File: src/hw/rtl/swlap_pkg.sv
// shared types, codes and constants for the stopwatch with lap memory
`default_nettype none

package swlap_pkg;

    localparam int LAPS   = 8;
    localparam int SLOT_W = 3;
    localparam int VIEW_W = 4;

    localparam int EL_W   = 17;
    localparam int Q_W    = 8;
    localparam int R_W    = 10;

    // floor(x / 1000) == (x * DIV_MUL) >> DIV_SHIFT for every 17-bit x
    localparam int DIV_SHIFT = 27;
    localparam int DIV_MUL_W = 18;
    localparam logic [DIV_MUL_W-1:0] DIV_MUL = DIV_MUL_W'((2 ** DIV_SHIFT) / 1000 + 1);

    localparam logic [9:0] SUB_UNITS   = 10'd1000;
    localparam logic [5:0] SEC_PER_MIN = 6'd60;
    localparam logic [5:0] MIN_PER_HR  = 6'd60;
    localparam logic [6:0] HOURS_WRAP  = 7'd100;

    localparam logic [1:0] CMD_TICK  = 2'd0;
    localparam logic [1:0] CMD_BTN_A = 2'd1;
    localparam logic [1:0] CMD_BTN_B = 2'd2;

    localparam logic [1:0] MODE_IDLE   = 2'd0;
    localparam logic [1:0] MODE_REVIEW = 2'd1;
    localparam logic [1:0] MODE_RUN    = 2'd2;
    localparam logic [1:0] MODE_PAUSE  = 2'd3;

    typedef struct packed {
        logic [6:0] hours;
        logic [5:0] minutes;
        logic [5:0] seconds;
        logic [9:0] millis;
        logic [9:0] micros;
    } time_t;

    typedef struct packed {
        logic [1:0]        mode;
        time_t             now;
        logic [VIEW_W-1:0] view_slot;
        logic [SLOT_W-1:0] write_slot;
    } status_t;

endpackage

`default_nettype wire

File: src/hw/rtl/stopwatch_with_lap_memory.sv
// stopwatch with lap memory: top level with input register and result handshake
// an accepted input beat passes the input register, then the state registers, to its result beat on m_
// throughput: one beat per cycle while m_ready does not stall the result; the state update loop sets the rate
// the state registers double as the result register, m_valid marks it full
// s_ready stays high while the result is taken, the result register is empty or the input register is empty
// reset (aresetn low, synchronous): idle, time zero, slots zero, lap store zero
`default_nettype none

module stopwatch_with_lap_memory (
    input  wire logic        aclk,
    input  wire logic        aresetn,
    input  wire logic        s_valid,
    output logic             s_ready,
    input  wire logic [1:0]  s_command,
    input  wire logic [16:0] s_elapsed_us,
    output logic             m_valid,
    input  wire logic        m_ready,
    output logic [1:0]       m_mode,
    output logic [6:0]       m_hours,
    output logic [5:0]       m_minutes,
    output logic [5:0]       m_seconds,
    output logic [9:0]       m_milliseconds,
    output logic [9:0]       m_microseconds,
    output logic [3:0]       m_lap_number,
    output logic [2:0]       m_laps_stored
);

    logic                          in_valid_reg;
    logic [1:0]                    cmd_reg;
    logic [swlap_pkg::Q_W-1:0]     q_reg;
    logic [swlap_pkg::R_W-1:0]     r_reg;
    logic [swlap_pkg::Q_W-1:0]     q_next;
    logic [swlap_pkg::R_W-1:0]     r_next;
    logic                          out_valid_reg;
    logic                          step;
    swlap_pkg::status_t            status;

    swlap_split u_split (
        .elapsed_us (s_elapsed_us),
        .ms_part    (q_next),
        .us_part    (r_next)
    );

    assign step    = in_valid_reg && (!out_valid_reg || m_ready);
    assign s_ready = !in_valid_reg || step;

    always_ff @(posedge aclk) begin
        if (!aresetn) begin
            in_valid_reg  <= 1'b0;
            out_valid_reg <= 1'b0;
        end else begin
            if (s_ready) begin
                in_valid_reg <= s_valid;
            end
            if (step) begin
                out_valid_reg <= 1'b1;
            end else if (m_ready) begin
                out_valid_reg <= 1'b0;
            end
        end
    end

    // input beat payload
    always_ff @(posedge aclk) begin
        if (s_valid && s_ready) begin
            cmd_reg <= s_command;
            q_reg   <= q_next;
            r_reg   <= r_next;
        end
    end

    swlap_core u_core (
        .aclk    (aclk),
        .aresetn (aresetn),
        .step    (step),
        .command (cmd_reg),
        .ms_part (q_reg),
        .us_part (r_reg),
        .status  (status)
    );

    assign m_valid        = out_valid_reg;
    assign m_mode         = status.mode;
    assign m_hours        = status.now.hours;
    assign m_minutes      = status.now.minutes;
    assign m_seconds      = status.now.seconds;
    assign m_milliseconds = status.now.millis;
    assign m_microseconds = status.now.micros;
    assign m_lap_number   = status.view_slot;
    assign m_laps_stored  = status.write_slot;

    a_time_in_range: assert property (@(posedge aclk) disable iff (!aresetn)
        m_valid |-> (m_hours < 7'd100 && m_minutes < 6'd60 && m_seconds < 6'd60 &&
                     m_milliseconds < 10'd1000 && m_microseconds < 10'd1000))
        else $error("shown time out of range");

    a_idle_clear: assert property (@(posedge aclk) disable iff (!aresetn)
        (m_valid && m_mode == swlap_pkg::MODE_IDLE) |->
        (m_hours == 7'd0 && m_minutes == 6'd0 && m_seconds == 6'd0 &&
         m_milliseconds == 10'd0 && m_microseconds == 10'd0))
        else $error("idle with nonzero time");

    a_view_bound: assert property (@(posedge aclk) disable iff (!aresetn)
        m_valid |-> (m_lap_number <= {1'b0, m_laps_stored} + 4'd1))
        else $error("review position past stored laps");

    a_empty_ready: assert property (@(posedge aclk) disable iff (!aresetn)
        !in_valid_reg |-> s_ready)
        else $error("input stalled with empty input register");

    a_result_follows: assert property (@(posedge aclk) disable iff (!aresetn)
        step |=> m_valid)
        else $error("processed beat left no result");

endmodule

`default_nettype wire

File: src/hw/rtl/swlap_split.sv
// splits elapsed microseconds into milliseconds and leftover microseconds
`default_nettype none

module swlap_split (
    input  wire logic [swlap_pkg::EL_W-1:0] elapsed_us,
    output logic      [swlap_pkg::Q_W-1:0]  ms_part,
    output logic      [swlap_pkg::R_W-1:0]  us_part
);

    localparam int PROD_W = swlap_pkg::EL_W + swlap_pkg::DIV_MUL_W;

    logic [PROD_W-1:0]             prod;
    logic [swlap_pkg::EL_W-1:0]    q_ext;
    logic [swlap_pkg::EL_W-1:0]    diff;

    assign prod    = PROD_W'(elapsed_us) * PROD_W'(swlap_pkg::DIV_MUL);
    assign ms_part = prod[swlap_pkg::DIV_SHIFT +: swlap_pkg::Q_W];
    assign q_ext   = swlap_pkg::EL_W'(ms_part);
    // q * 1000 as q*1024 - q*16 - q*8
    assign diff    = elapsed_us - ((q_ext << 10) - (q_ext << 4) - (q_ext << 3));
    assign us_part = diff[swlap_pkg::R_W-1:0];

endmodule

`default_nettype wire

File: src/hw/rtl/swlap_core.sv
// mode control, time counter with carries, and lap store
`default_nettype none

module swlap_core (
    input  wire logic                        aclk,
    input  wire logic                        aresetn,
    input  wire logic                        step,
    input  wire logic [1:0]                  command,
    input  wire logic [swlap_pkg::Q_W-1:0]   ms_part,
    input  wire logic [swlap_pkg::R_W-1:0]   us_part,
    output swlap_pkg::status_t               status
);

    logic [1:0]                      mode_reg, mode_next;
    swlap_pkg::time_t                time_reg, time_next;
    logic [swlap_pkg::SLOT_W-1:0]    write_reg, write_next;
    logic [swlap_pkg::VIEW_W-1:0]    view_reg, view_next;
    swlap_pkg::time_t                lap_store_reg [swlap_pkg::LAPS];

    swlap_pkg::time_t                adv, time_a, lap_rd;
    logic [10:0]                     us_sum, ms_sum;
    logic                            c_us, c_ms, c_s, c_m;
    logic [5:0]                      sec_sum, min_sum;
    logic [6:0]                      hr_sum;
    logic [swlap_pkg::VIEW_W-1:0]    view_adj, view_inc;
    logic                            store_en;

    // time advance with carries
    always_comb begin
        us_sum = {1'b0, time_reg.micros} + {1'b0, us_part};
        c_us   = us_sum >= {1'b0, swlap_pkg::SUB_UNITS};
        adv.micros = c_us ? 10'(us_sum - {1'b0, swlap_pkg::SUB_UNITS}) : us_sum[9:0];

        ms_sum = {1'b0, time_reg.millis} + {3'b0, ms_part} + {10'b0, c_us};
        c_ms   = ms_sum >= {1'b0, swlap_pkg::SUB_UNITS};
        adv.millis = c_ms ? 10'(ms_sum - {1'b0, swlap_pkg::SUB_UNITS}) : ms_sum[9:0];

        sec_sum = time_reg.seconds + {5'b0, c_ms};
        c_s     = sec_sum == swlap_pkg::SEC_PER_MIN;
        adv.seconds = c_s ? 6'd0 : sec_sum;

        min_sum = time_reg.minutes + {5'b0, c_s};
        c_m     = min_sum == swlap_pkg::MIN_PER_HR;
        adv.minutes = c_m ? 6'd0 : min_sum;

        hr_sum    = time_reg.hours + {6'b0, c_m};
        adv.hours = hr_sum;
        if (hr_sum == swlap_pkg::HOURS_WRAP) begin
            adv = '0;
        end
    end

    assign time_a   = (mode_reg == swlap_pkg::MODE_RUN) ? adv : time_reg;
    assign view_adj = (view_reg > {1'b0, write_reg}) ? '0 : view_reg;
    assign view_inc = view_adj + 1'b1;
    assign lap_rd   = (view_adj < swlap_pkg::VIEW_W'(swlap_pkg::LAPS))
                    ? lap_store_reg[view_adj[swlap_pkg::SLOT_W-1:0]] : '0;

    always_comb begin
        mode_next  = mode_reg;
        time_next  = time_a;
        write_next = write_reg;
        view_next  = view_reg;
        store_en   = 1'b0;
        unique case (command)
            swlap_pkg::CMD_BTN_A: begin
                unique case (mode_reg)
                    swlap_pkg::MODE_IDLE: begin
                        write_next = '0;
                        view_next  = swlap_pkg::VIEW_W'(1);
                        mode_next  = swlap_pkg::MODE_RUN;
                    end
                    swlap_pkg::MODE_REVIEW: begin
                        time_next = lap_rd;
                        view_next = view_inc;
                    end
                    swlap_pkg::MODE_RUN: begin
                        mode_next = swlap_pkg::MODE_PAUSE;
                    end
                    default: begin
                        mode_next = swlap_pkg::MODE_RUN;
                    end
                endcase
            end
            swlap_pkg::CMD_BTN_B: begin
                unique case (mode_reg)
                    swlap_pkg::MODE_IDLE: begin
                        time_next = lap_rd;
                        view_next = view_inc;
                        mode_next = swlap_pkg::MODE_REVIEW;
                    end
                    swlap_pkg::MODE_REVIEW: begin
                        view_next = '0;
                        time_next = '0;
                        mode_next = swlap_pkg::MODE_IDLE;
                    end
                    swlap_pkg::MODE_RUN: begin
                        if (write_reg < swlap_pkg::SLOT_W'(swlap_pkg::LAPS - 1)) begin
                            store_en   = 1'b1;
                            write_next = write_reg + 1'b1;
                        end
                    end
                    default: begin
                        store_en  = {1'b0, write_reg} < swlap_pkg::VIEW_W'(swlap_pkg::LAPS);
                        view_next = '0;
                        time_next = '0;
                        mode_next = swlap_pkg::MODE_IDLE;
                    end
                endcase
            end
            default: begin
                // tick, and the unused code, only advance the time, and that only in run mode
            end
        endcase
    end

    always_ff @(posedge aclk) begin
        if (!aresetn) begin
            mode_reg  <= swlap_pkg::MODE_IDLE;
            time_reg  <= '0;
            write_reg <= '0;
            view_reg  <= '0;
            for (int i = 0; i < swlap_pkg::LAPS; i++) begin
                lap_store_reg[i] <= '0;
            end
        end else if (step) begin
            mode_reg  <= mode_next;
            time_reg  <= time_next;
            write_reg <= write_next;
            view_reg  <= view_next;
            if (store_en) begin
                lap_store_reg[write_reg] <= time_a;
            end
        end
    end

    assign status.mode       = mode_reg;
    assign status.now        = time_reg;
    assign status.view_slot  = view_reg;
    assign status.write_slot = write_reg;

endmodule

`default_nettype wire
File: config.mk
export PLATFORM = sky130hd
export DESIGN_NAME = stopwatch_with_lap_memory
export DESIGN_NICKNAME = d
export VERILOG_FILES = /design/src/hw/rtl/swlap_pkg.sv /design/src/hw/rtl/stopwatch_with_lap_memory.sv /design/src/hw/rtl/swlap_split.sv /design/src/hw/rtl/swlap_core.sv
export SDC_FILE = /design/constraint.sdc
export NUM_CORES = 1
export LEC_CHECK = 0
export ABC_AREA = 1
export CAP_MARGIN = 20
export CORE_UTILIZATION = 65
export DETAILED_ROUTE_END_ITERATION = 12
export DONT_BUFFER_PORTS = 1
export PLACE_DENSITY = 0.84
export SLEW_MARGIN = 20
export SYNTH_ARGS = -nofsm -noshare
export SYNTH_HDL_FRONTEND = slang
export SYNTH_SLANG_ARGS = --single-unit
export TNS_END_PERCENT = 20
File: constraint.sdc
create_clock -name aclk -period 9.9 [get_ports aclk]
set_clock_uncertainty 0.2 [all_clocks]
set_input_delay 0.495 -clock aclk [delete_from_list [all_inputs] [get_ports aclk]]
set_output_delay 0.495 -clock aclk [all_outputs]
set_load 0.01 [all_outputs]
==> flow_metrics.tcl <==
set metrics [dict create \
    status "complete, no violations" \
    placed_cells 3090 \
    fillers 2492 \
    coreArea_um2 35800 \
    grt_usage_pct 38.4 \
    syn_nets 2966 \
    place.detailed.hpwl_mm 44.7 \
    antenna_left 0 \
    netlist_top_cells_area "edfxtp_1 42%, ha_1 9.3%, nand2_1 8.9%" \
    stdcell_count 3180 \
    hold_viol 0 \
    cts_buffer_depth 3 \
    synth_top_area_cell "edfxtp_1" \
    switching_share_pct 34.0 \
    layout.cells.most_common "nand2_1" \
    p_sw_mw 1.76 \
    ys_seq_area_share_pct 46.1 \
    pre_cts_ws_ps 592 \
    min_period_ps 9190 \
    fmax_ghz 0.109 \
    clock-root-buffer "clkbuf_16" \
    gp_congestion 0.995 \
    h-tree-depth 2 \
    wirelength_mm 72.4 \
    clock_latency_ps 580 \
    start_util_pct 66.4 \
    period_share_pct 92.8 \
    route.detailed.drc 0 \
    combPwrFrac_pct 30.3 \
    antenna_found_initial 2 \
    yosys_most_used_dff "edfxtp_1" \
    intPower_mw 3.41 \
    cellLeakagePower_nw 11.2 \
    clock-sinks 382 \
    grt_pass1_vias 19600 \
    p_seq_share_pct 36.8 \
    cts_tree "yes" \
    io_buffers 0 \
    die_x_um 193 \
    max_slew.worst_pin.slew_ps 1070 \
    ys_warn_count 0 \
    slew_headroom_pct 28.5 \
    hold_path_class "in2reg" \
    drt_iter0_drc 2844 \
    worst_ep_arrival_time_ps 9280 \
    vias 20100 \
    via_per_inst 6.33 \
    clk_pin_slew_ps 70 \
    overflow 0 \
    syn_to_final_growth_pct 8.41 \
    cpMaxStageDelayCell "fa_1" \
    tns_ps 0 \
    ys_ff_latch 382 \
    drive_above_1_share_pct 7.69 \
    crit_fanout 10 \
    synth-async-reset-ratio_pct 0 \
    setup_ws_ps 709 \
    finalPower_mw 5.17 \
    grt_pass1_wl_mm 110 \
    crit_type "reg2reg" \
    avgSynthCellArea_um2 8.76 \
    power_frac_clock_pct 32.9 \
    synth_top_cell_area_share_pct 41.9 \
    syn-instance-count 2716 \
    synth_area_um2 23800 \
    grt_setup_unrepaired "false" \
    cp.required_ps 9990 \
    largest_reg_flops 312 \
    io_pins 73 \
    fp.dieArea_um2 37400 \
    cp-end-kind "flip-flop" \
    dieHeight_um 193 \
    critPathMaxStageDelay_ps 440 \
    final-setup-viol-count 0 \
    synth_edf_count 332 \
    drtPass1Iterations 8 \
    critPathLaunchType "flip-flop" \
    critical_path.most_common_cell "nand2_1" \
    final_cell_mix "557 x nand2_1, 412 x nor2_1, 332 x edfxtp_1, 320 x inv_1, 175 x ha_1" \
    rows 69 \
    cts_buffers 40 \
    multiInputGateArea_um2 11000 \
    seqCellArea_um2 11000 \
    drv_cap 0 \
    wl_per_cell_um 22.8 \
    grt_max_degree 74 \
    final_nets 2936 \
    powerDensity_nw_per_um2 200 \
    yosysUniqueCellTypes 58 \
    ir_drop_v 0.000179 \
    slew_viol_final 0 \
]
-- path summary, 6_finish.rpt --
kind                               start                     endpoint  slack, ps  cells past startpoint
worst max-delay path            r_reg[0]   u_core.lap_store_reg[1][5]        710                     54
worst min-delay path             aresetn  u_core.lap_store_reg[4][19]         10                      1
worst min register to register   m_valid                      m_valid        360                      2
worst max register to register  r_reg[0]   u_core.lap_store_reg[1][5]        710                     54
-- metrics by stage --
| step | hold WS [ps] | area (um^2) | util (%) |
|---|---|---|---|
| 3_5_place_dp | 335 | 24100 | 67.3 |
| 6_report | 13.8 | 25800 | 72.0 |
| 3_3_place_gp | 342 | 24100 | 67.3 |
| 2_1_floorplan | 314 | 23800 | - |
| 5_1_grt | 16.3 | 25800 | 72.0 |
| 4_1_cts | 2.10 | 25700 | 71.7 |
-- per-layer routing --
metal / track usage, % / part of all wire (%) / vias to the layer above / wire, um
met5: 0 / 0.018 / - / 13
met2: 60.6 / 44 / 1542 / 31900
met3: 12.2 / 16 / 315 / 11400
li1: - / - / 9003 / -
met4: 16.9 / 4.9 / 2 / 3530
met1: 48.9 / 35 / 9273 / 25600
-- power groups by stage --
stage	Combinational (mW)	Clock (mW)	Sequential (mW)
floorplan	1.13	0	1.91
global route	1.75	1.75	1.91
CTS	1.53	1.69	1.90
detailed placement	1.50	0	1.93
global placement	1.44	0	1.93
finish	1.57	1.70	1.90
-- cell type report --
cell class	instances	share of cell area, %
Multi-Input combinational cell	1871	42.8
Clock inverter	28	1.66
Tap cell	461	2.24
Clock buffer	46	4.13
Sequential cell	382	42.6
Timing Repair Buffer	49	1.64
Inverter	342	4.99
Antenna cell	1	0.00971
-- cell families after synthesis --
logic type      share of synthesized area, %
compound gates                          9.95
xor+xnor                                1.07
fa+ha+maj                               13.6
buf+inv                                 7.75
flops                                   46.1
simple gates                            21.5
-- what timing repair did --
action | CTS | global route
hold buffers | 10 | 0
buffers inserted | 0 | 5
hold endpoints to repair | 41 | 0
resized for setup | 0 | 13
endpoints found under the setup margin | 0 | 255
-- synth_stat cells (9+ instances only) --
library cell and count:
inv_1 326, inv_2 14, o22ai_1 14, clkbuf_1 67, buf_4 12, xor2_1 23, nand3_1 151, nor2_1 414
fa_1 51, o31ai_1 11, nand2_2 22, o21ai_1 12, o221ai_1 9, a221oi_1 29, ha_1 176, o21ai_0 118
edfxtp_1 332, a21oi_1 131, nand2_1 567, nor3_1 11, buf_2 37, dfxtp_1 50, nand4_1 22
-- worst max-delay path, delay by kind of cell (launching register included) --
kind                     cells  cell delay (ps)
flip-flops                   1              370
buffers and inverters        8              880
AO/OA/AOI/OAI                1              160
XOR/XNOR                     2              360
adder cells (fa/ha/maj)     11             2680
AND/OR/NAND/NOR             32             4260
(Power assumes the default switching activity.)
